===== config.mk =====
export PLATFORM = sky130hd
export DESIGN_NAME = obtl_dist
export DESIGN_NICKNAME = d
export VERILOG_FILES = /design/src/hdl/online_ball_threshold_learner_assert.svh /design/src/hdl/obtl_pkg.sv /design/src/hdl/obtl_dist.sv
export SDC_FILE = /design/constraint.sdc
export NUM_CORES = 1
export LEC_CHECK = 0
export BUFFER_PORTS_ARGS = -buffer_cell sky130_fd_sc_hd__buf_2
export CAP_MARGIN = 5
export CORE_MARGIN = 1
export CORE_UTILIZATION = 61
export DETAILED_ROUTE_END_ITERATION = 8
export PLACE_DENSITY = 0.82
export SKIP_LAST_GASP = 1
export SYNTH_ARGS = -nofsm -noshare
export SYNTH_HDL_FRONTEND = slang
export SYNTH_SLANG_ARGS = --single-unit
export TNS_END_PERCENT = 20

===== constraint.sdc =====
create_clock -name clk -period 25.4 [get_ports clk]
set_clock_uncertainty 0.1 [all_clocks]
set_input_delay 2.54 -clock clk [delete_from_list [all_inputs] [get_ports clk]]
set_output_delay 2.54 -clock clk [all_outputs]
set_load 0.02 [all_outputs]

===== src/hdl/online_ball_threshold_learner_assert.svh =====
// assertion macros for the learner rtl
`ifndef ONLINE_BALL_THRESHOLD_LEARNER_ASSERT_SVH
`define ONLINE_BALL_THRESHOLD_LEARNER_ASSERT_SVH

// condition must hold on every clock out of reset
`define OBTL_ASSERT_ALWAYS(lbl, cond) \
    lbl: assert property (@(posedge clk) disable iff (!rst_n) (cond)) \
        else $error("obtl invariant violated");

// consequence must hold in the cycle after the trigger
`define OBTL_ASSERT_NEXT(lbl, trig, cons) \
    lbl: assert property (@(posedge clk) disable iff (!rst_n) (trig) |=> (cons)) \
        else $error("obtl sequence violated");

`endif


===== src/hdl/obtl_pkg.sv =====
`timescale 1ns / 1ps

package obtl_pkg;

    localparam int DEF_CACHE_DEPTH  = 64;
    localparam int DEF_MAX_FEATURES = 16;

    localparam int ELEM_W    = 16;
    localparam int WEIGHT_W  = 16;
    localparam int DIST_W    = 38;
    localparam int SQ_W      = 34;
    localparam int OUT_SUM_W = 22;
    localparam int LIMIT_W   = 7;
    localparam int FCOUNT_W  = 5;

    localparam logic [LIMIT_W-1:0]  RESET_CACHE_LIMIT   = 7'd50;
    localparam logic [FCOUNT_W-1:0] RESET_FEATURE_COUNT = 5'd16;

    // configuration register indexes
    localparam logic REG_CACHE_LIMIT   = 1'b0;
    localparam logic REG_FEATURE_COUNT = 1'b1;

    // input kinds
    localparam logic OP_CENTER  = 1'b0;
    localparam logic OP_FEATURE = 1'b1;

    typedef struct packed {
        logic [DIST_W-1:0]   sq_dist;
        logic [WEIGHT_W-1:0] weight;
        logic                positive;
    } entry_t;

endpackage


===== src/hdl/obtl_dist.sv =====
`timescale 1ns / 1ps

module obtl_dist
    import obtl_pkg::*;
#(
    parameter int MAX_FEATURES = DEF_MAX_FEATURES
)
(
    input  logic                         clk,
    input  logic                         rst_n,
    input  logic                         center_we,
    input  logic [((MAX_FEATURES > 1) ? $clog2(MAX_FEATURES) : 1)-1:0] idx,
    input  logic [ELEM_W-1:0]            center_data,
    input  logic [ELEM_W-1:0]            feat_val,
    output logic [SQ_W-1:0]              sq
);

    logic [ELEM_W-1:0]       center_mem [MAX_FEATURES];
    logic [MAX_FEATURES-1:0] valid_reg;
    logic [ELEM_W-1:0]       rd_reg;
    logic                    rd_valid_reg;
    logic [SQ_W-1:0]         sq_reg;
    logic signed [ELEM_W:0]  diff;
    logic signed [2*ELEM_W+1:0] prod;

    always_ff @(posedge clk)
    begin
        if (center_we)
        begin
            center_mem[idx] <= center_data;
        end
        rd_reg <= center_mem[idx];
    end

    // never-written centre entries read as zero
    always_ff @(posedge clk or negedge rst_n)
    begin
        if (!rst_n)
        begin
            valid_reg    <= '0;
            rd_valid_reg <= 1'b0;
        end
        else
        begin
            if (center_we)
            begin
                valid_reg[idx] <= 1'b1;
            end
            rd_valid_reg <= valid_reg[idx];
        end
    end

    always_comb
    begin
        diff = $signed({rd_valid_reg & rd_reg[ELEM_W-1], rd_valid_reg ? rd_reg : '0})
             - $signed({feat_val[ELEM_W-1], feat_val});
        prod = diff * diff;
    end

    always_ff @(posedge clk)
    begin
        sq_reg <= prod[SQ_W-1:0];
    end

    assign sq = sq_reg;

endmodule


# Word-level counts from Yosys, hierarchy flattened
# Memory sizes are Yosys's and may differ from the RTL's. A register that Yosys moved wholly into a read port is not among the register bits.
# Cells that the tools add are included.
word_totals:
  ram_bits: 256
  word_cells: 18
  in_bits: 39
  n_memories: 1
  ff_bits: 51
  output_inout_bits: 34
op_classes:
  n_mux: 7
  multipliers: 1
  reduce_logical: 1
  add_sub_neg: 1
  order_cmp: 2
  bitwise: 2
mem_list:
  columns: ["memory", "words", "word_bits", "rd", "rd_ports_with_merged_regs", "write_ports", "line_no", "source"]
  rows:
  - ["center_mem", 16, 16, 1, 1, 1, "obtl_dist.sv:18", "logic [ELEM_W-1:0] center_mem [MAX_FEATURES];"]
ops:
  columns: ["operator", "n"]
  rows:
  - ["$mul 17x17->34", 1]
  - ["$sub 17x16->17", 1]
  - ["$mux 16", 1]
  - ["$or 16x16->16", 1]
  - ["$lt 4x5->1 const B", 1]
  - ["$bmux 1 s4", 1]
  - ["$demux 1 s4", 1]
  - ["$ge 4x1->1 const B", 1]
  - ["$mux 1", 4]
  - ["$and 1x1->1", 1]
  - ["$logic_and 1x1->1", 1]

# Logic depth before layout (Yosys ltp)
depth:
  word_depth: 5
  ltp_mapped: 36
  depth_no_buf: 33

# Worst setup path after synthesis
# No wires, ideal clock.
synth_path:
  path_type: "input -> register"
  startpoint: "input port feat_val[0]"
  endpoint: "register sq_reg[32] (netlist: sq[32])"
  path_slack_ps: 14975
  n_path_buf: 1
  t_arrival_ps: 10246
  setup_ps: 79
  path_stages: 29
  required_ps: 25221
  cell_sequence: "ha_1 > fa_1 > nor2b_1 > o31a_1 > o221a_2 > o211ai_1 > a31oi_1 > nor3_1 > mux2_2 > inv_2 > clkbuf_1 > nor2_1 > fa_1 > inv_1 > fa_1 > fa_1 > fa_1 > fa_1 > fa_1 > inv_1 > ha_1 > a21o_1 > a21o_1 > a21o_1 > a21o_1 > a221o_1 > o31ai_4 > or4b_1 > o211ai_1"
synth_via:
  elab_chain_cells: 2
synth_lines:
  columns: ["element", "line_no", "source"]
  rows:
  - ["start, declared", "obtl_dist.sv:14", "input logic [ELEM_W-1:0] feat_val,"]
  - ["$sub 17x16->17", "obtl_dist.sv:56", "- $signed({feat_val[ELEM_W-1], feat_val});"]
  - ["$mul 17x17->34", "obtl_dist.sv:57", "prod = diff * diff;"]
  - ["via prod[32]", "obtl_dist.sv:24", "logic signed [2*ELEM_W+1:0] prod;"]
  - ["end signal, assigned", "obtl_dist.sv:62", "sq_reg <= prod[SQ_W-1:0];"]
  - ["end, declared", "obtl_dist.sv:22", "logic [SQ_W-1:0] sq_reg;"]
# The timed path passes the listed nets, and every way through them passes these cells.
# A chain may end at the register's enable or synchronous reset.

# Worst setup path after layout
# Ends and elaborated chain as after synthesis.

==> results.yml <==
yosys:
  netlist_top_cells_area: "edfxtp_1, fa_1, mux4_2, inv_1, ha_1"
  synth_top_area_share: 0.3520
  yosysSeqAreaShare: 0.4164
  ys_types: 62
  post_synth.cell_area_avg_um2: 13.16
  async_reset_ff_frac: 0.05280
  postSynth.topFlopCell: "edfxtp_1"
  synth_cells: 1659
  post-synth-top-area-cell: "edfxtp_1"
  synth-warning-count: 0
  synth_enable_flop_cells: 256
  synth_nets: 2070
  post_syn_area_um2: 21840
  synth_seq_cells: 322
cts:
  cts-hold-fix-buffers: 0
  post_cts.resized_instances: 0
  cts_sinks: 322
  postCtsSetupRepairBufs: 0
  insertion_delay_ns: 0.55
  tritoncts.num_buffers: 35
  ctsHtreeMaxLevel: 2
  clock_path_buffers: 3
  clockRootBuffer: "clkbuf_16"
  cts_tree: "done"
  clk_pin_slew_worst_paths_ns: 0.06
run:
  max_cap_violations: 0
timing:
  totalNegativeSetupSlack_ns: 0
  fin_hold_ws_ns: 0.3657
  fin_crit_ns: 10.71
  timing.final.ws_setup_ns: 14.69
  finalCritPeriodShare: 0.4217
  fmax_ghz: 0.09336
  finalHoldViolations: 0
  total_setup_violations_reported_at_the_end_of_the_flow: 0
  slew_headroom: 0.2616
  tightestPinTransition_ns: 1.100
  slew_viol_final: 0
  rsz0062_at_grt: "no"
detailed_routing:
  post_drt_via_cell_ratio: 5.917
  dr_total_vias: 13154
  drtPass1Iterations: 6
  routed_wl_um: 49030
  first_iter_violations: 1151
  drc_errors: 0
  detail-route-antenna-nets: 0
  post_drt_wl_per_cell_um: 22.06
layout:
  ff_latch_area_um2: 9094
  layout.core_utilization: 0.6863
  fillers: 2364
  multiInputGateArea_um2: 11240
  insertedDiodeCount: 0
  p_r_area_growth_vs_syn_pct: 9.632
  nNetsFinal: 2153
  largest_register_ffs: 256
  post_route_cells_drive_above_1_share: 0.1618
global_routing:
  grt_overflow: 0
  grtUsageTotal: 0.2909
  grt_pass1_vias: 14326
  grt_pass1_wl_um: 78230
  antenna_found_initial: 2
  maximum_number_of_pins_on_one_net_before_global_route_repair: 42
floorplan:
  initial_core_util: 0.6260
  core.rowCount: 68
  die_area_um2: 36560
  io_pins: 73
  floorplan.die.width_um: 191.2
  core_area_um2: 34880
  die_h_um: 191.2
place:
  hpwl_um: 34500
  place.gp.congestion: 0.9224
  place.port_buffers: 71
  post_placement_worst_setup_slack_ns: 14.21
worst_setup_path:
  largest_fanout_on_the_critical_path: 21
  worst_r2r_startpoint: "rd_valid_reg"
  cp_num_buf_inv: 4
  critical_path.most_common_cell: "fa_1"
  critical-path-top-delay-family: "adder cells"
  cp.arrival_ns: 11.07
  end_kind: "flip-flop"
  cpMaxStageDelayCell: "fa_1"
  worstSetupStartpoint: "feat_val[0]"
  path_class: "input pin to flip-flop"
  setup.worst_path.start_class: "input pin"
  crit_required_ns: 25.76
  slowest_delay_ns: 0.66
min_path:
  holdCritStartpoint: "valid_reg[13]"
  hp-class: "flip-flop to flip-flop"
run_status:
  status: "complete, no violations"
==> per-stage QoR <==
step | instances | area, um^2
after CTS | 2222 | 23930
after detailed placement | 2159 | 22790
after global routing | 2223 | 23940
after floorplan | 1659 | 21840
final | 2223 | 23940
after global placement | 2159 | 22790
==> placed cells by master (no fill, tap or decap), types with 17 or more instances in the layout <==
master	Yosys	routed
buf_4	2	27
inv_1	342	342
a21o_1	17	17
nand2_1	104	104
dfrtp_1	17	17
dfxtp_1	49	49
ha_1	101	101
buf_2	3	70
fa_1	271	271
or2_2	18	18
clkbuf_16	0	36
xnor2_1	34	32
a21oi_1	34	34
nor2_1	116	116
mux4_2	85	85
edfxtp_1	256	256
==> cell type report <==
cell class	instances	share of cell area
multi-input combinational	929	0.4693
sequential	322	0.3798
inverter	356	0.05582
clock buffer	45	0.04113
tap	455	0.02378
timing repair buffer	98	0.02357
clock inverter	18	0.006533
==> path summary, 6_finish.rpt <==
kind                                 end  slack, ns  depth (start not counted)
setup / recovery                  sq[32]      14.69                         29
hold reg to reg            valid_reg[13]       0.37                          1
min in group asynchronous  valid_reg[15]       1.81                          1
setup reg to reg                  sq[32]      16.01                         29
max in group asynchronous  valid_reg[13]      23.10                          1
hold / removal             valid_reg[13]       0.37                          1
==> cells in the mapped netlist (2+ instances only) <==
| cell | n |
|---|---|
| a211o_1 | 4 |
| a21o_1 | 17 |
| a21oi_1 | 34 |
| o21bai_1 | 3 |
| fa_1 | 271 |
| inv_1 | 342 |
| nand2_1 | 104 |
| buf_4 | 2 |
| and2_1 | 15 |
| dfrtp_1 | 17 |
| nor2b_1 | 4 |
| edfxtp_1 | 256 |
| a31oi_1 | 6 |
| ha_1 | 101 |
| mux2i_1 | 2 |
| a31o_2 | 2 |
| dfxtp_1 | 49 |
| nor2_1 | 116 |
| xnor2_1 | 34 |
| o211ai_1 | 5 |
| inv_2 | 13 |
| o31a_1 | 3 |
| and3_1 | 6 |
| nand2b_1 | 8 |
| mux4_2 | 85 |
| nand3_1 | 7 |
| and4_1 | 2 |
| buf_1 | 8 |
| clkbuf_1 | 39 |
| nand4_1 | 2 |
| or2_2 | 18 |
| or2_1 | 3 |
| nor3_1 | 11 |
| or3_1 | 4 |
| o21ai_0 | 12 |
| o21ai_1 | 4 |
| nand3b_1 | 2 |
| xor2_1 | 12 |
| o21a_1 | 10 |
| a221o_1 | 2 |
| buf_2 | 3 |
==> per-layer routing <==
layer,global-route usage,up-vias,part of all wire
met5,0,-,0.00043
met4,0.1129,4,0.040
met3,0.05196,128,0.073
met2,0.5013,618,0.51
met1,0.3672,6784,0.37
li1,-,5620,-
==> cells by family (layout without fill, tap and decap cells) <==
group                    Yosys count  in the layout  synth area share
AO/OA/AOI/OAI                    116            116           0.03679
XOR/XNOR                          46             46           0.01845
adder cells (fa/ha/maj)          372            372            0.3063
buffers and inverters            408            517           0.07065
flip-flops                       322            322            0.4164
multiplexers                      88             88           0.08910
other                              1              1         0.0001717
AND/OR/NAND/NOR                  306            306           0.06211
Power is not shown: default switching activity piles up to over one toggle a cycle in this logic, so the estimate is an artifact.
