--- config.mk ---
export PLATFORM = sky130hd
export DESIGN_NAME = obtl_cache
export DESIGN_NICKNAME = d
export VERILOG_FILES = /design/src/hdl/online_ball_threshold_learner_assert.svh /design/src/hdl/obtl_pkg.sv /design/src/hdl/obtl_cache.sv
export SDC_FILE = /design/constraint.sdc
export NUM_CORES = 2
export LEC_CHECK = 0
export ABC_AREA = 1
export BUFFER_PORTS_ARGS = -buffer_cell sky130_fd_sc_hd__buf_2
export CORE_ASPECT_RATIO = 1.25
export CORE_MARGIN = 4
export CORE_UTILIZATION = 25
export DETAILED_ROUTE_END_ITERATION = 10
export SYNTH_ARGS = -nofsm -noshare
export SYNTH_HDL_FRONTEND = slang
export SYNTH_SLANG_ARGS = --single-unit
export TNS_END_PERCENT = 5
--- constraint.sdc ---
create_clock -name clk -period 16.3 [get_ports clk]
set_input_delay 0 -clock clk [delete_from_list [all_inputs] [get_ports clk]]
set_output_delay 0 -clock clk [all_outputs]
set_load 0.1 [all_outputs]
--- src/hdl/online_ball_threshold_learner_assert.svh ---
// assertion macros for the learner rtl
`ifndef ONLINE_BALL_THRESHOLD_LEARNER_ASSERT_SVH
`define ONLINE_BALL_THRESHOLD_LEARNER_ASSERT_SVH

// condition must hold on every clock out of reset
`define OBTL_ASSERT_ALWAYS(lbl, cond) \
    lbl: assert property (@(posedge clk) disable iff (!rst_n) (cond)) \
        else $error("obtl invariant violated");

// consequence must hold in the cycle after the trigger
`define OBTL_ASSERT_NEXT(lbl, trig, cons) \
    lbl: assert property (@(posedge clk) disable iff (!rst_n) (trig) |=> (cons)) \
        else $error("obtl sequence violated");

`endif

--- src/hdl/obtl_pkg.sv ---
`timescale 1ns / 1ps

package obtl_pkg;

    localparam int DEF_CACHE_DEPTH  = 64;
    localparam int DEF_MAX_FEATURES = 16;

    localparam int ELEM_W    = 16;
    localparam int WEIGHT_W  = 16;
    localparam int DIST_W    = 38;
    localparam int SQ_W      = 34;
    localparam int OUT_SUM_W = 22;
    localparam int LIMIT_W   = 7;
    localparam int FCOUNT_W  = 5;

    localparam logic [LIMIT_W-1:0]  RESET_CACHE_LIMIT   = 7'd50;
    localparam logic [FCOUNT_W-1:0] RESET_FEATURE_COUNT = 5'd16;

    // configuration register indexes
    localparam logic REG_CACHE_LIMIT   = 1'b0;
    localparam logic REG_FEATURE_COUNT = 1'b1;

    // input kinds
    localparam logic OP_CENTER  = 1'b0;
    localparam logic OP_FEATURE = 1'b1;

    typedef struct packed {
        logic [DIST_W-1:0]   sq_dist;
        logic [WEIGHT_W-1:0] weight;
        logic                positive;
    } entry_t;

endpackage

--- src/hdl/obtl_cache.sv ---
`timescale 1ns / 1ps

module obtl_cache
    import obtl_pkg::*;
#(
    parameter int CACHE_DEPTH = DEF_CACHE_DEPTH
)
(
    input  logic                           clk,
    input  logic                           we,
    input  logic [$clog2(CACHE_DEPTH)-1:0] waddr,
    input  entry_t                         wdata,
    input  logic [$clog2(CACHE_DEPTH)-1:0] raddr,
    output entry_t                         rdata
);

    entry_t mem [CACHE_DEPTH];
    entry_t rd_reg;

    always_ff @(posedge clk)
    begin
        if (we)
        begin
            mem[waddr] <= wdata;
        end
        rd_reg <= mem[raddr];
    end

    assign rdata = rd_reg;

endmodule

* Yosys cells after proc, flatten, opt, wreduce, memory -nomap -nowiden
Memories as Yosys holds them, arrays and structs flattened. A register that Yosys moved wholly into a read port is not among the register bits.
Index checks and enable logic that the tools add are counted.
** Word-level totals
- Register bits :: 0
- Bits in writable memories :: 3520
- Bits of input ports :: 69
- Output and inout port bits :: 55
- Memories kept :: 1
** Cells by class
- Mux-type cells :: 2
** Memories
- mem :: words 64, bits a word 55, rd ports 1, clocked after Yosys merged registers in 1, write ports 1, RTL line obtl_cache.sv:17 : entry_t mem [CACHE_DEPTH];
** Operators by type and width (count)
- $mux W1 :: 2

* Logic depth before layout (Yosys ltp)
- Depth in word-level cells :: 2
- Mapped depth :: 13
- Depth with buffers taken out :: 9

* Worst setup path before layout
No wires, ideal clock.
- Path kind :: input-to-reg
- From :: input port we
- To :: memory mem[48][0] (netlist name), enable pin
- Data arrival time :: 5790 ps
- Required time :: 15694 ps
- Path slack :: 9905 ps
- Stages :: 3
- Buffers on the path :: 1
- Path through :: clkbuf_1 nand4_1 nor4_1
** Between the ends
- Longest elaborated chain between the ends :: 2
** Ends and longest elaborated chain
- start: declaration :: RTL line obtl_cache.sv:10 : input logic we,
- $mux W1 :: RTL line obtl_cache.sv:22 : if (we)
- $mux W1 (implied by the code) :: RTL line obtl_cache.sv:24 : mem[waddr] <= wdata;
- end: declaration :: RTL line obtl_cache.sv:17
Every way passes these cells.

==> results_tabular.tex <==
\begin{tabular}{lr}
\hline
Metric & Value \\
\hline
\multicolumn{2}{l}{\textbf{Timing}} \\
\quad Worst slew pin tran & 1.26 ns \\
\quad Final cycle utilization of the critical path & 35.5\% \\
\quad Max-slew headroom at the worst pin & $\sim$16\% \\
\quad Hold\_ws & between 0.07 and 0.08 ns \\
\quad Highest Clock Rate & roughly 170 MHz \\
\quad Sum Neg Setup Slack & 0 ns \\
\quad Count of final hold-check violations & 0 \\
\quad Clock period minus worst slack & between 5 and 6 ns \\
\quad Unrepaired setup endpoints after global routing & no \\
\quad Number of slew-limit violations in the final report & 0 \\
\quad Setup slack after layout & between 10 and 15 ns \\
\quad Final Setup Violations & 0 \\
\quad Post-Route Skew & 0.0412 ns \\
\multicolumn{2}{l}{\textbf{Placement}} \\
\quad Detailed-placement wirelength estimate & between 200 and 250 mm \\
\quad Port Buffer Count & around 120 \\
\quad Pre-CTS worst setup slack & roughly 10 ns \\
\quad Routability congestion estimate from global placement & $\sim$0.8 \\
\quad Inst Count DP & around 19,000 \\
\quad Post-DP Area & about 150,000 sq um \\
\multicolumn{2}{l}{\textbf{Power and ir drop}} \\
\quad Maximum ir drop on the vdd rail & between 0.08 and 0.09 mV \\
\quad Comb pwr share & 6.6\% \\
\quad Switching Share & 23.4\% \\
\quad Clock network power share & 39.4\% \\
\quad Pwr Density & $\sim$120 nW/um\^{}2 \\
\quad Sequential Power Share & 53.9\% \\
\quad Overall power consumption & roughly 19 mW \\
\quad Sw power & $\sim$4.4 mW \\
\quad Leakage power summed over all cells & between 50 and 60 nW \\
\quad Int Power & 14.5 mW \\
\multicolumn{2}{l}{\textbf{Drt}} \\
\quad Post-detailed-route count of antenna-violating nets & 0 \\
\quad Post-Route WL & $\sim$470 mm \\
\quad Violation count after the first detailed-route iteration & 11,300 \\
\quad Initial DRT Pass Iterations & 6 \\
\quad Routed length per placed instance & about 24 microns \\
\quad DRC violations left & 0 \\
\quad Routed vias/inst & a little under 5 \\
\quad Number of vias in the routed layout & around 94,000 \\
\multicolumn{2}{l}{\textbf{Synthesis}} \\
\quad Mapped Cells & between 10,000 and 15,000 \\
\quad Count of state elements after synthesis & 3,575 \\
\quad Mux contribution to synthesized area & 0\% \\
\quad Largest family of logic cells by synthesized area & simple AND/OR/NAND/NOR gates \\
\quad Cell Area, Synth & 142,000 sq um \\
\quad Number of different library cells in the post-synthesis netlist & 16 \\
\quad Complex-gate fraction of the synthesized area & 0\% \\
\quad Adder-cell share of the synthesized area & 0\% \\
\quad Area share of and/or/nand/nor cells after synthesis & $\sim$22\% \\
\quad Number of synthesis warnings & 0 \\
\quad Proportion of synthesized chip area in sequential cells & 75.0\% \\
\quad Syn\_nets & $\sim$12,000 \\
\quad XOR/XNOR Fraction of Synth Area & 0\% \\
\quad Syn\_area\_per\_cell & between 10 and 15 sq um \\
\multicolumn{2}{l}{\textbf{Clock network}} \\
\quad Clock tree from TritonCTS & yes \\
\quad Clock transition at the registers of the reported paths & 0.06 ns \\
\quad Level count of the clock H-tree & 5 \\
\quad Number of buffers added by the clock tree synthesis step & 321 \\
\quad Number of buffers inserted to repair setup after CTS & 0 \\
\quad TritonCTS sink count & roughly 3,600 \\
\quad Clock root buffer & clkbuf\_16 \\
\quad Maximum count of clock buffers along a single path & 4 \\
\quad Clk\_lat worst skew & a little over 0.9 ns \\
\multicolumn{2}{l}{\textbf{Worst setup path}} \\
\quad Worst R2R Start & mem[52][28]\$\_DFFE\_PP\_ \\
\quad Max FO, Critical Path & around 120 \\
\quad Reg2Reg Setup Slack & between 10 and 15 ns \\
\quad Worst path required time & about 17 ns \\
\quad Worst Path Class, Setup & in2reg \\
\quad Critical path capture point type & flop \\
\quad Worst-case reg-to-reg path depth & 9 \\
\quad Reg-to-reg critical path endpoint & rdata[28]\$\_DFF\_P\_ \\
\quad Worst setup SP type & primary input \\
\quad Worst endpoint data arrival time & around 6.6 ns \\
\multicolumn{2}{l}{\textbf{Layout}} \\
\quad Count of nets after finishing & roughly 12,000 \\
\quad Proportion of layout cells with a drive suffix above 1 & under 10\% \\
\quad Filler Cells Inserted & between 50,000 and 60,000 \\
\quad Final Util & $\sim$28\% \\
\quad Total non-filler cell area in the finished layout & about 160,000 sq um \\
\quad Final standard cell count with taps included and fillers excluded & $\sim$19,000 \\
\quad Layout overhead on the synthesized area & 13.2\% \\
\quad Most used cells in the layout excluding fill and tap cells & nand2\_1 (3,873), edfxtp\_1 (3,520), nand3\_1 (3,268) \\
\quad Commonest non-fill, non-tap cell in the layout & nand2\_1 \\
\multicolumn{2}{l}{\textbf{Global route}} \\
\quad Global Route met1 Usage & approximately a fifth \\
\quad Grt met2 use & 26.7\% \\
\quad Met3 usage in global routing & between 2 and 2.5\% \\
\quad Pin count of the biggest net entering global routing & $\sim$220 \\
\quad Peak-usage layer in the global routing report & met2 \\
\quad Total GRT Usage & roughly 15\% \\
\quad Global route total overflow & 0 \\
\quad Wire length of the first global-routing pass & 659 mm \\
\quad Number of antenna violations at the first check in global routing & a little over 60 \\
\quad Vias in the first global route & about 88,000 \\
\multicolumn{2}{l}{\textbf{Hold path}} \\
\quad Launch instance of the worst min-delay path & raddr[0] \\
\quad Endpoint with the worst hold slack & rdata[20]\$\_DFF\_P\_ \\
\quad Worst hold-check path type & in2reg \\
\quad Worst hold path stage count & 9 \\
\multicolumn{2}{l}{\textbf{Die}} \\
\quad Core area & $\sim$570,000 sq um \\
\quad Placement row count & between 300 and 400 \\
\quad I/O Pins & about 120 \\
\quad Floorplan die area & approximately 580,000 sq um \\
\quad Starting utilization of the core area & 25.1\% \\
\quad Die span in y & between 800 and 900 microns \\
\quad Chip width & about 680 microns \\
\multicolumn{2}{l}{\textbf{Outcome}} \\
\quad Status & complete, no violations \\
\multicolumn{2}{l}{\textbf{Job}} \\
\quad Max capacitance violation total & 0 \\
\hline
\end{tabular}
-- registers in the layout (all words and copies together) (netlist names) --
name / flops
mem: 3520
rdata: 55
-- power groups by stage --
stage / registers [mW] / clock network, mW / logic, mW
6_report: 10.2 / 7.48 / 1.25
4_1_cts: 10.2 / 7.57 / 1.26
3_5_place_dp: 10.4 / 0 / 1.23
3_3_place_gp: 10.4 / 0 / 1.22
5_1_grt: 10.2 / 7.93 / 1.35
2_1_floorplan: 10.5 / 0 / 0.636
-- logic make-up after synthesis --
kind of cell	after synthesis
simple gates	7214
flops	3575
buf+inv	783
-- worst max-delay path: stages --
cell,delay (ns)
buf_12,0.36
buf_4,0.77
buf_4,0.84
buf_4,0.77
buf_4,0.82
buf_4,0.86
buf_4,0.72
nand2_1,0.10
nand3_1,0.11
nand3_1,0.10
nand3_1,0.12
nand3_1,0.17
nand2_1,0.14
nand2_1,0.07
nand2_1,0.09
-- worst max-delay path by stage --
stage | cells after the start | startpoint | end | slack [ns]
global route | 15 | raddr[0] | rdata[21]$_DFF_P_ | 10.28
CTS | 15 | raddr[0] | rdata[21]$_DFF_P_ | 10.83
floorplan | 3 | we | mem[48][0]$_DFFE_PP_ | 9.90
finish | 15 | raddr[0] | rdata[21]$_DFF_P_ | 10.52
detailed placement | 15 | raddr[0] | rdata[21]$_DFF_P_ | 9.90
global placement | 15 | raddr[0] | rdata[21]$_DFF_P_ | 9.87
-- routing by layer --
| metal | share of wire, % | vias to the layer above |
|---|---|---|
| li1 | - | 41100 |
| met1 | 37 | 47000 |
| met2 | 49 | 4721 |
| met3 | 8.2 | 1138 |
| met4 | 5.0 | 20 |
| met5 | 0.028 | - |
-- cells in the mapped netlist --
cell type,number,area (sq um)
buf_1,86,323
buf_12,1,20.0
buf_2,407,2040
buf_4,95,713
buf_6,73,822
clkbuf_1,109,409
dfxtp_1,55,1100
edfxtp_1,3520,106000
inv_1,8,30.0
inv_2,2,7.51
inv_4,2,12.5
nand2_1,3873,14500
nand3_1,3268,16400
nand4_1,9,56.3
nor2_1,56,210
nor4_1,8,50.1
-- layout make-up --
| class | count | area (sq um) | area share, % |
|---|---|---|---|
| clock buffers | 393 | 8500 | 5.27 |
| diodes | 16 | 40.0 | 0.0248 |
| inverters | 12 | 103 | 0.0636 |
| well taps | 7464 | 9340 | 5.79 |
| clock inverters | 176 | 1510 | 0.938 |
| flip-flops and latches | 3575 | 107000 | 66.3 |
| repair buffers | 419 | 3220 | 2.00 |
| multi-input cells | 7214 | 31700 | 19.7 |
-- repair_timing --
item / CTS / global route
resized for setup: 0 / 0
hold buffers: 65 / 0
hold endpoints to repair: 3734 / 0
Note: power is estimated with default switching activity, not from simulation.
